==> config.mk <==
export PLATFORM = sky130hd
export DESIGN_NAME = stm_queue
export DESIGN_NICKNAME = d
export VERILOG_FILES = /design/src/stm_pkg.sv /design/src/stm_queue.sv
export SDC_FILE = /design/constraint.sdc
export NUM_CORES = 1
export LEC_CHECK = 0
export BUFFER_PORTS_ARGS = -buffer_cell sky130_fd_sc_hd__clkbuf_2
export CAP_MARGIN = 10
export CORE_MARGIN = 2
export CORE_UTILIZATION = 45
export CTS_CLUSTER_DIAMETER = 120
export DETAILED_ROUTE_END_ITERATION = 12
export PLACE_DENSITY = 0.81
export SLEW_MARGIN = 0
export SYNTH_ARGS = -nofsm -noshare
export SYNTH_HDL_FRONTEND = slang
export SYNTH_SLANG_ARGS = --single-unit
==> constraint.sdc <==
create_clock -name clk -period 5.8 [get_ports clk]
set_clock_uncertainty 0.15 [all_clocks]
set_input_delay 1.16 -clock clk [delete_from_list [all_inputs] [get_ports clk]]
set_output_delay 1.16 -clock clk [all_outputs]
set_load 0.01 [all_outputs]
==> src/stm_pkg.sv <==
package stm_pkg;

    localparam int DEF_VECTOR_DEPTH = 1024;
    localparam int QUEUE_DEPTH      = 2;
    localparam int IDX_W            = 10;
    localparam int CFG_IDX_W        = 3;

    localparam logic [63:0] ALPHA_RESET = 64'h3FF0_0000_0000_0000;

    // input item kinds
    localparam logic [1:0] KIND_LOAD_X = 2'd0;
    localparam logic [1:0] KIND_LOAD_Y = 2'd1;
    localparam logic [1:0] KIND_TRIP   = 2'd2;
    localparam logic [1:0] KIND_READ_Y = 2'd3;

    // product modes
    localparam logic [1:0] MODE_PLAIN = 2'd0;
    localparam logic [1:0] MODE_TRANS = 2'd1;
    localparam logic [1:0] MODE_SYM   = 2'd2;

    // configuration register indexes
    localparam logic [CFG_IDX_W-1:0] REG_ALPHA = 3'd0;
    localparam logic [CFG_IDX_W-1:0] REG_BETA  = 3'd1;
    localparam logic [CFG_IDX_W-1:0] REG_MODE  = 3'd2;
    localparam logic [CFG_IDX_W-1:0] REG_ROWS  = 3'd3;
    localparam logic [CFG_IDX_W-1:0] REG_COLS  = 3'd4;

    // operations handed from front to back
    localparam logic [2:0] OP_LOAD_X = 3'd0;
    localparam logic [2:0] OP_LOAD_Y = 3'd1;
    localparam logic [2:0] OP_UPDATE = 3'd2;
    localparam logic [2:0] OP_READ_Y = 3'd3;
    localparam logic [2:0] OP_ERROR  = 3'd4;

    typedef struct packed {
        logic [1:0]       kind;
        logic [IDX_W-1:0] index;
        logic [IDX_W-1:0] row;
        logic [IDX_W-1:0] col;
        logic [63:0]      value;
    } in_item_t;

    typedef struct packed {
        logic [IDX_W-1:0] out_index;
        logic [63:0]      y_value;
        logic             range_error;
    } out_item_t;

    typedef struct packed {
        logic [2:0]       code;
        logic [IDX_W-1:0] tgt;
        logic [IDX_W-1:0] src;
        logic [63:0]      value;
        logic             mirror;
    } op_t;

endpackage

==> src/stm_queue.sv <==
module stm_queue
    import stm_pkg::*;
(
    input  logic clk,
    input  logic rst_n,
    input  logic push,
    input  op_t  push_op,
    output logic full,
    input  logic pop,
    output logic head_valid,
    output op_t  head_op
);

    localparam int PW = (QUEUE_DEPTH > 1) ? $clog2(QUEUE_DEPTH) : 1;
    localparam int CW = $clog2(QUEUE_DEPTH + 1);

    op_t            slot_reg [QUEUE_DEPTH];
    logic [PW-1:0]  wr_ptr_reg, wr_ptr_next;
    logic [PW-1:0]  rd_ptr_reg, rd_ptr_next;
    logic [CW-1:0]  count_reg, count_next;

    assign full       = (count_reg == CW'(QUEUE_DEPTH));
    assign head_valid = (count_reg != '0);
    assign head_op    = slot_reg[rd_ptr_reg];

    always_comb
    begin
        wr_ptr_next = wr_ptr_reg;
        rd_ptr_next = rd_ptr_reg;
        count_next  = count_reg;
        if (push)
        begin
            wr_ptr_next = (wr_ptr_reg == PW'(QUEUE_DEPTH - 1)) ? '0 : wr_ptr_reg + 1'b1;
        end
        if (pop)
        begin
            rd_ptr_next = (rd_ptr_reg == PW'(QUEUE_DEPTH - 1)) ? '0 : rd_ptr_reg + 1'b1;
        end
        if (push && !pop)
        begin
            count_next = count_reg + 1'b1;
        end
        else if (pop && !push)
        begin
            count_next = count_reg - 1'b1;
        end
    end

    always_ff @(posedge clk or negedge rst_n)
    begin
        if (!rst_n)
        begin
            wr_ptr_reg <= '0;
            rd_ptr_reg <= '0;
            count_reg  <= '0;
        end
        else
        begin
            wr_ptr_reg <= wr_ptr_next;
            rd_ptr_reg <= rd_ptr_next;
            count_reg  <= count_next;
        end
    end

    always_ff @(posedge clk)
    begin
        if (push)
        begin
            slot_reg[wr_ptr_reg] <= push_op;
        end
    end

endmodule

## After elaboration in Yosys (flattened, before gate mapping)

Memories as Yosys holds them, arrays and structs flattened.
Cells that the tools add are included.

| storage, ports and cells | value |
|---|---|
| output and inout port bits | 90 |
| memories kept | 1 |
| input bits | 92 |
| RAM bits | 176 |
| bits in registers | 4 |

| cells by class | value |
|---|---|
| add/sub/neg operators | 4 |
| mux-type cells | 6 |
| eq/ne operators | 1 |
| reduce and logical (&&, ||, !) cells | 6 |

Memories:

| memory | words | bits a word | read ports | clocked after memory_dff | wr ports | line | RTL |
|---|---|---|---|---|---|---|---|
| slot_reg | 2 | 88 | 1 | 0 | 1 | stm_queue.sv:17 | `op_t slot_reg [QUEUE_DEPTH];` |

Operators with widths:

| operator | number |
|---|---|
| $mux W1 | 4 |
| $mux W2 | 2 |
| $reduce_bool A2 Y1 | 2 |
| $add A1 B1 Y1 const B | 2 |
| $add A2 B1 Y2 const B | 1 |
| $eq A2 B2 Y1 const B | 1 |
| $logic_and A1 B1 Y1 | 2 |
| $logic_not A1 Y1 | 2 |
| $sub A2 B1 Y2 const B | 1 |

## Depth between registers and ports, before layout

| logic depth | value |
|---|---|
| depth after elaboration | 4 |
| depth in mapped cells | 5 |
| gate-level depth less buffers | 5 |

## Worst setup path after synthesis

OpenSTA, ideal clock, no wires.

| path | value |
|---|---|
| kind | input to register |
| from | input push |
| to | memory slot_reg[0][0] (netlist bit) (enable) |
| library setup time | 0.546 ns |
| cell stages on the path | 1 |
| required time | 5.104 ns |
| arrival | 5.000 ns |
| slack | 0.105 ns |
| path buffers | 0 |
| path through | nor2b_1 |

| on the way | value |
|---|---|
| cells in the longest elaborated chain, start to end | 2 |

RTL lines:

| what | line | RTL |
|---|---|---|
| from (decl) | stm_queue.sv:6 | `input logic push,` |
| $mux W1 | stm_queue.sv:67 | `if (push)` |
| $mux W1 (implied by the code) | stm_queue.sv:69 | `slot_reg[wr_ptr_reg] <= push_op;` |
| to (decl) | stm_queue.sv:17 |  |

No other way between the ends.

==> results.cfg <==
[synthesis]
synth_seq_cells = 180
synthFlopType = edfxtp_1
synth_area_leaders = edfxtp_1 (80%), mux2_2 (13%), mux2_4 (2.3%)
synth_edf_count = 176
synth_fp_nets = 383
ys_top_cells_by_count = edfxtp_1 (176), mux2_2 (78), mux2_4 (10)
netlist_instances = 290
yosysUniqueCellTypes = 14
netlist_area_mm2 = 0.00657
avgSynthCellArea_um2 = 22.7
yosys.area.top_type = edfxtp_1
yosys_warnings = 0
synth_top_area_share_pct = 80.4
synth_most_common_cell = edfxtp_1
synthArstFlopShare_pct = 2.22
synth_seq_area_share_pct = 81.9

[place]
port_buffers = 181
dp_hpwl_um = 7360
post_dp_cell_area_mm2 = 0.00767
gp_congestion = 0.721

[sta]
min_period_ps = 3420
max_slew.worst_pin.slew_ps = 1170
final.period_utilization_pct = 59.0
setup_viol = 0
clock.fmax_mhz = 292
slew_headroom_pct = 21.8
rsz0062_at_grt = no
slew_viol_final = 0
finalHoldViolCount = 0
tns_ps = 0

[power_and_ir_drop]
finalPower_mw = 3.92
ir_drop_v = 0.000403
pwr_density_cell_mw_per_mm2 = 478
p_leak_nw = 3.17

[layout]
largest_reg_flops = 176
drive_gt1_share_pct = 61.5
nNetsFinal = 576
diodes = 0
utilization_pct = 56.9
syn2layout_area_growth_pct = 24.9
fillers = 1100
stdcell_area_mm2 = 0.00821

[floorplanning]
rows = 44
io_pins = 182
core_area_mm2 = 0.0144
die_w_um = 125
dieArea_mm2 = 0.0156
start_util_pct = 45.6
die_h_um = 125

[global_routing]
grt_pass1_vias = 3547
track_usage_pct = 14.8
antenna_found_initial = 0
grt_max_degree = 90
grt_pass1_wl_um = 17800
grt_overflow = 0

[drt]
via_per_inst = 4.83
post_drt_wl_per_cell_um = 16.8
drt_wl_total_um = 11400
drc = 0
firstDrtPassIters = 4
vias = 3281
drt_iter0_drc = 247
ant_nets = 0

[critical_path]
crit_arrival_ps = 2110
worstSetupEndpointType = output pin
worst-path-max-fanout = 46
worstSetupPathType = flop to output pin
worstPathRequired_ps = 4490
start_kind = flop

[clocking]
clock_path_buffers = 2
post_cts_buffers = 0
clk_pin_slew_worst_paths_ps = 60
root_buffer = clkbuf_16
cts_tree = yes
cts_hold_buf = 0
clock_sinks = 180
h-tree-depth = 4
cts_buffers = 17
cts-resized-gates = 0
clkLatencyLatePin_ps = 410

[hold_path]
hp-class = flop to flop

[run_status]
run_status = finished clean

[run]
max_cap_violations = 0
-- critical path: stages, from the launching register on --
cell and delay [ps]:
dfrtp_4 830, buf_16 310, mux2_2 380, clkbuf_2 140
-- power breakdown --
| group | total, mW | internal, mW | leakage [nW] | switching [mW] |
|---|---|---|---|---|
| Sequential | 1.86 | 1.73 | 1.70 | 0.126 |
| Combinational | 1.07 | 0.525 | 1.21 | 0.540 |
| Clock | 1.00 | 0.544 | 0.259 | 0.457 |
| Total | 3.92 | 2.80 | 3.17 | 1.12 |
-- area by class of cell --
cell class	count	area [um2]	area share [%]
Clock buffer	18	429	5.23
Multi-Input combinational cell	99	1120	13.7
Sequential cell	180	5390	65.6
Clock inverter	14	85.1	1.04
Inverter	1	3.75	0.0457
Timing Repair Buffer	184	948	11.6
Tap cell	184	230	2.80
-- path summary, 6_finish.rpt --
path | start | endpoint | slack (ps) | cells past startpoint
worst max register to register | wr_ptr_reg | slot_reg[1][73] | 3650 | 2
worst max-delay path | rd_ptr_reg | head_op[71] | 2380 | 3
min in group asynchronous | rst_n | rd_ptr_reg | 390 | 1
worst min register to register | count_reg[1] | count_reg[1] | 380 | 1
max in group asynchronous | rst_n | rd_ptr_reg | 4970 | 1
worst min-delay path | count_reg[1] | count_reg[1] | 380 | 1
-- placed cells by master, fill, tap and decap left out --
cell type,count
clkbuf_2,181
edfxtp_1,176
mux2_2,78
clkbuf_16,17
mux2_4,10
clkinv_2,7
xor2_1,4
inv_6,4
dfrtp_1,3
clkinv_1,2
buf_4,2
inv_1,1
or2_2,1
nor2b_1,1
and2_4,1
nor2b_4,1
xnor2_1,1
nor2_1,1
ha_1,1
clkinvlp_4,1
clkbuf_1,1
buf_16,1
dfrtp_4,1
-- per-stage QoR --
stage,hold slack [ps],std cells,setup slack (ps)
after floorplan,297,290,105
after global placement,313,647,2630
after detailed placement,360,647,2630
after CTS,371,679,2170
after global routing,373,680,2240
final,384,680,2380
-- metal layers --
layer / global-route usage (%) / vias to the layer above / routed length, um
met5: 0 / - / 0
met4: 5.10 / 0 / 199
met3: 5.84 / 18 / 711
met2: 25.1 / 117 / 5860
met1: 17.2 / 1614 / 4640
li1: - / 1532 / -
-- cell families after synthesis --
family / share of synthesized area (%)
buffers and inverters: 1.10
and+or+nand+nor: 0.438
adders and majority gates: 0.190
DFF: 81.9
xor gates and xnor gates: 0.666
muxes: 15.7
No activity file was read; power rests on OpenSTA's default activity.
