==> src/stm_pkg.sv <==
package stm_pkg;

    localparam int DEF_VECTOR_DEPTH = 1024;
    localparam int QUEUE_DEPTH      = 2;
    localparam int IDX_W            = 10;
    localparam int CFG_IDX_W        = 3;

    localparam logic [63:0] ALPHA_RESET = 64'h3FF0_0000_0000_0000;

    // input item kinds
    localparam logic [1:0] KIND_LOAD_X = 2'd0;
    localparam logic [1:0] KIND_LOAD_Y = 2'd1;
    localparam logic [1:0] KIND_TRIP   = 2'd2;
    localparam logic [1:0] KIND_READ_Y = 2'd3;

    // product modes
    localparam logic [1:0] MODE_PLAIN = 2'd0;
    localparam logic [1:0] MODE_TRANS = 2'd1;
    localparam logic [1:0] MODE_SYM   = 2'd2;

    // configuration register indexes
    localparam logic [CFG_IDX_W-1:0] REG_ALPHA = 3'd0;
    localparam logic [CFG_IDX_W-1:0] REG_BETA  = 3'd1;
    localparam logic [CFG_IDX_W-1:0] REG_MODE  = 3'd2;
    localparam logic [CFG_IDX_W-1:0] REG_ROWS  = 3'd3;
    localparam logic [CFG_IDX_W-1:0] REG_COLS  = 3'd4;

    // operations handed from front to back
    localparam logic [2:0] OP_LOAD_X = 3'd0;
    localparam logic [2:0] OP_LOAD_Y = 3'd1;
    localparam logic [2:0] OP_UPDATE = 3'd2;
    localparam logic [2:0] OP_READ_Y = 3'd3;
    localparam logic [2:0] OP_ERROR  = 3'd4;

    typedef struct packed {
        logic [1:0]       kind;
        logic [IDX_W-1:0] index;
        logic [IDX_W-1:0] row;
        logic [IDX_W-1:0] col;
        logic [63:0]      value;
    } in_item_t;

    typedef struct packed {
        logic [IDX_W-1:0] out_index;
        logic [63:0]      y_value;
        logic             range_error;
    } out_item_t;

    typedef struct packed {
        logic [2:0]       code;
        logic [IDX_W-1:0] tgt;
        logic [IDX_W-1:0] src;
        logic [63:0]      value;
        logic             mirror;
    } op_t;

endpackage

==> src/stm_front.sv <==
module stm_front
    import stm_pkg::*;
#(
    parameter int VECTOR_DEPTH = DEF_VECTOR_DEPTH
)
(
    input  in_item_t    item,
    input  logic [1:0]  mode,
    input  logic [10:0] row_count,
    input  logic [10:0] col_count,
    output op_t         op
);

    localparam int LW = $clog2(VECTOR_DEPTH + 1);

    logic [LW-1:0] rows_used, cols_used, min_used;
    logic [LW-1:0] x_len, y_len, row_lim, col_lim;

    always_comb
    begin
        // saturate lengths at the store depth
        rows_used = (32'(row_count) > 32'(VECTOR_DEPTH)) ? LW'(VECTOR_DEPTH) : LW'(row_count);
        cols_used = (32'(col_count) > 32'(VECTOR_DEPTH)) ? LW'(VECTOR_DEPTH) : LW'(col_count);
        min_used  = (rows_used < cols_used) ? rows_used : cols_used;

        case (mode)
            MODE_TRANS:
            begin
                x_len = rows_used;
                y_len = cols_used;
            end
            MODE_SYM:
            begin
                x_len = min_used;
                y_len = min_used;
            end
            default:
            begin
                x_len = cols_used;
                y_len = rows_used;
            end
        endcase

        row_lim = (mode == MODE_TRANS) ? x_len : y_len;
        col_lim = (mode == MODE_TRANS) ? y_len : x_len;

        op        = '0;
        op.value  = item.value;
        op.tgt    = item.index;
        op.src    = item.index;

        case (item.kind)
            KIND_LOAD_X:
            begin
                op.code = (32'(item.index) >= 32'(x_len)) ? OP_ERROR : OP_LOAD_X;
            end
            KIND_LOAD_Y:
            begin
                op.code = (32'(item.index) >= 32'(y_len)) ? OP_ERROR : OP_LOAD_Y;
            end
            KIND_READ_Y:
            begin
                op.code = (32'(item.index) >= 32'(y_len)) ? OP_ERROR : OP_READ_Y;
            end
            default:
            begin
                if (32'(item.row) >= 32'(row_lim))
                begin
                    op.code = OP_ERROR;
                    op.tgt  = item.row;
                end
                else if (32'(item.col) >= 32'(col_lim))
                begin
                    op.code = OP_ERROR;
                    op.tgt  = item.col;
                end
                else if (mode == MODE_TRANS)
                begin
                    op.code = OP_UPDATE;
                    op.tgt  = item.col;
                    op.src  = item.row;
                end
                else
                begin
                    op.code   = OP_UPDATE;
                    op.tgt    = item.row;
                    op.src    = item.col;
                    op.mirror = (mode == MODE_SYM) && (item.row != item.col);
                end
            end
        endcase
    end

endmodule

==> config.mk <==
export PLATFORM = sky130hd
export DESIGN_NAME = stm_front
export DESIGN_NICKNAME = d
export VERILOG_FILES = /design/src/stm_pkg.sv /design/src/stm_front.sv
export SDC_FILE = /design/constraint.sdc
export NUM_CORES = 1
export LEC_CHECK = 0
export BUFFER_PORTS_ARGS = -buffer_cell sky130_fd_sc_hd__buf_4
export CAP_MARGIN = 20
export CORE_UTILIZATION = 41
export DETAILED_ROUTE_END_ITERATION = 16
export PLACE_DENSITY_LB_ADDON = 0.1
export SYNTH_ARGS = -nofsm -noshare
export SYNTH_HDL_FRONTEND = slang
export SYNTH_SLANG_ARGS = --single-unit
==> constraint.sdc <==
create_clock -name vclk -period 7.5
set_input_delay 1.5 -clock vclk [all_inputs]
set_output_delay 1.5 -clock vclk [all_outputs]
set_load 0.1 [all_outputs]
; Word-level counts from Yosys, hierarchy flattened
; Index checks and enable logic that the tools add are counted.
[word_totals]
elab_cells = 36
in_bits = 120
ff_bits = 0
output_inout_bits = 88
[classes]
n_lt_le_gt_ge = 7
muxes = 21
eq_ne = 5
reduce_logical = 3
[op_table]
columns = cell, n
row1 = two-way mux 11 bit, 5
row2 = greater-or-equal comparator 10 x 11 -> 1 bit, 4
row3 = one-hot mux 11 bit (2 select lines), 2
row4 = two-way mux 20 bit, 2
row5 = two-way mux 13 bit, 2
row6 = "greater-than comparator 11 bit, second input constant", 2
row7 = two-way mux 10 bit, 2
row8 = less-than comparator 11 bit, 1
row9 = inequality test 10 bit, 1
row10 = two-way mux 3 bit, 3
row11 = one-hot mux 3 bit (3 select lines), 1
row12 = "equality test 2 x 1 -> 1 bit, second input constant", 2
row13 = "equality test 2 bit, second input constant", 2
row14 = two-way mux 1 bit, 4
row15 = OR reduction 3 bit, 1
row16 = zero test 2 bit, 1
row17 = logical AND 1 bit, 1

; Logic depth before layout (Yosys ltp)
[logic_depth]
word_depth = 10
ltp_mapped = 24
mapped_depth_nobuf = 21

; Least setup slack after synthesis
; OpenSTA, ideal clock, no wires.
[synth_path]
path_kind = input port to output port
startpoint = input port col_count[10]
endpoint = output port op[75] in the netlist's numbering
setup_slack_ps = -1777
path_buffers = 3
arrival_ps = 7777
required_time_ps = 6000
cell_stages = 22
path_cell_list = clkbuf_1 -> nor2b_1 -> inv_1 -> ha_1 -> a21o_1 -> maj3_2 -> o21a_1 -> nor3_1 -> clkbuf_1 -> a22oi_1 -> o21ai_0 -> mux2i_1 -> ha_1 -> a21o_1 -> a21o_1 -> a2111oi_0 -> o31a_1 -> a311oi_1 -> a211oi_1 -> buf_4 -> mux2i_1 -> o21ai_0
[synth_lines]
columns = item, line_no
row1 = from (decl), stm_front.sv:10  ; input logic [10:0] col_count,
row2 = to (decl), stm_front.sv:11  ; output op_t op

==> results.tsv <==
metric	value	unit
dp_hpwl	7850	um
critical_path_class	input port to output port	
powerDensity	107	mW/mm^2
start_util	42.1	%
yosysTopAreaCell	ha_1	
status	completed	
synth_most_common_cell	buf_4	
hold_viol	0	
power.switching	0.295	mW
drtAntennaViolNets	0	
hold_depth	0	
synth_area_leaders	ha_1, buf_4, a22oi_1, mux2i_1, o21ai_0	
mappedNetlistArea	0.00324	mm^2
peakVddDrop	43.2	uV
p_leak	2.15	nW
tightest_slew	703	ps
wire_per_inst	15.9	um
path_depth	24	
switching_share	56.3	%
synth.avg_cell_area	7.29	um^2
drv_slew	0	
n_fill_cell	672	
grt_usage	21.9	%
seq_cells	0	
seq_area	0	um^2
netlist.area_leader.share	19.7	%
dpl_cell_area	0.00421	mm^2
synth-seq-area-share	0	%
worstPathRequired	6000	ps
cpMostUsedCell	buf_4	
relSlewSlack	53.1	%
hold_class	input port to output port	
yosys-top-cells-count	buf_4, ha_1, o21ai_0, a22oi_1, inv_1	
drcViolationCount	0	
cp-end-kind	output port	
core_area	0.00769	mm^2
start_kind	input port	
power.clock.fraction	0	%
die_w	90.9	um
utilization	63.7	%
yosysWarnings	0	
slowest_stage	maj3_2	
critPathTopFamily	compound AO/OA/AOI/OAI gates	
fin_cells	636	
design_area	0.00490	mm^2
dp_cells	623	
antenna_found_initial	0	
synthDistinctLibCells	44	
pwr-share-seq	0	%
dr_wl_met2	5140	um
drt_pass1_iterations	4	
port_buffers	80	
fin_crit	7370	ps
wl_met1	4510	um
arrival	5870	ps
p_comb_share	100.0	%
fp.dieArea	0.00826	mm^2
die_y	90.9	um
gp_congestion	0.820	
power.internal	0.228	mW
syn_nets	615	
insertedDiodeCount	0	
pin_count	208	
postRouteWirelength	10100	um
grt_overflow	0	
grt_pass1_vias	3171	
top_layer	met4	
multi_input_area	0.00310	mm^2
drive_gt1_share	51.3	%
clock_buffers	0	
cts-hold-fix-buffers	0	
fin_nets	707	
vias	3484	
max_stage_delay	340	ps
whs	3000	ps
grt_max_degree	45	
synthToLayoutAreaGrowth	51.3	%
cp_num_buf_inv	8	
finalSetupViolations	0	
grt_pass1_wl	15200	um
initialDrtViolationCount	84	
vias_per_cell	5.48	
crit_fanout	6	
syn_inst	444	
fmax	136	MHz
rows	32	
wl_met3	424	um
finalSetupTns	0	ps
crit_chain	clkbuf_16 > nor2b_4 > inv_1 > ha_1 > a21o_1 > maj3_2 > o21ai_4 > buf_4 > a31oi_4 > buf_6 > a22oi_2 > o21ai_2 > buf_4 > mux2_2 > ha_1 > nor2_2 > a21oi_2 > o31ai_2 > a41oi_2 > buf_4 > a31oi_4 > clkbuf_16 > mux2_4 > buf_12	
maxCapViolCount	0	
fin_crit_sh	98.3	%
[layer usage]
metal | vias up | track usage, %
met5 | - | 0
met4 | 0 | 1.46
met3 | 8 | 1.85
met2 | 104 | 39.6
met1 | 1639 | 29.4
li1 | 1733 | -
[worst paths after layout]
kind | from | end | slack (ps)
max | col_count[10] | op[69] | 130
min | item[9] | op[10] | 3000
[logic make-up (layout without fill, tap and decap cells)]
group	count (synthesis)	after routing	share of synthesized area, %
xor+xnor	11	11	2.98
mux	42	42	13.8
fa+ha+maj	52	52	20.1
buf+inv	122	212	22.0
compound gates	137	137	28.9
simple gates	80	80	12.3
[power groups by stage]
stage                     Sequential (mW)  Clock (mW)  Combinational [mW]
after floorplan                         0           0               0.453
after global placement                  0           0               0.434
after detailed placement                0           0               0.440
after CTS                               0           0               0.461
after global routing                    0           0               0.559
final                                   0           0               0.523
[layout make-up]
| cell class | count | share of cell area (%) |
|---|---|---|
| inverters | 36 | 2.76 |
| multi-input cells | 322 | 63.3 |
| well taps | 102 | 2.60 |
| repair buffers | 176 | 31.3 |
[placed cells by master (no fill, tap or decap), drive strengths merged]
master / netlist / routed
nor3: 4 / 4
nand3: 3 / 3
a2111o: 1 / 1
a21oi: 9 / 9
and3: 1 / 1
a31oi: 2 / 2
o2111ai: 6 / 6
a211oi: 6 / 6
mux2i: 22 / 22
nand2b: 5 / 5
a2111oi: 3 / 3
a311oi: 1 / 1
clkbuf: 19 / 2
nor2b: 21 / 21
mux2: 20 / 20
o21a: 5 / 5
o21ai: 44 / 44
xor2: 8 / 8
o31a: 2 / 2
a221o: 1 / 1
o31ai: 3 / 3
o22ai: 1 / 1
a21boi: 1 / 1
buf: 67 / 174
o311ai: 1 / 1
a21o: 9 / 9
ha: 51 / 51
nand4: 2 / 2
xnor2: 3 / 3
a22oi: 40 / 40
inv: 36 / 36
nand2: 26 / 26
a41oi: 1 / 1
nor2: 15 / 15
nor4: 2 / 2
maj3: 1 / 1
and4: 1 / 1
o211ai: 1 / 1
[through the flow]
| step | worst slack [ps] | power [mW] |
|---|---|---|
| floorplan | 7.00 | 0.453 |
| global route | -29.8 | 0.559 |
| CTS | 4.97 | 0.461 |
| global placement | -658 | 0.434 |
| detailed placement | -717 | 0.440 |
| finish | 128 | 0.523 |
[timing repair]
action	4_1_cts	5_1_grt
endpoints found under the setup margin	21	23
cloned	0	2
setup buffers	1	10
gates resized for setup	30	93
pin swaps	2	22
(Power assumes the default switching activity.)
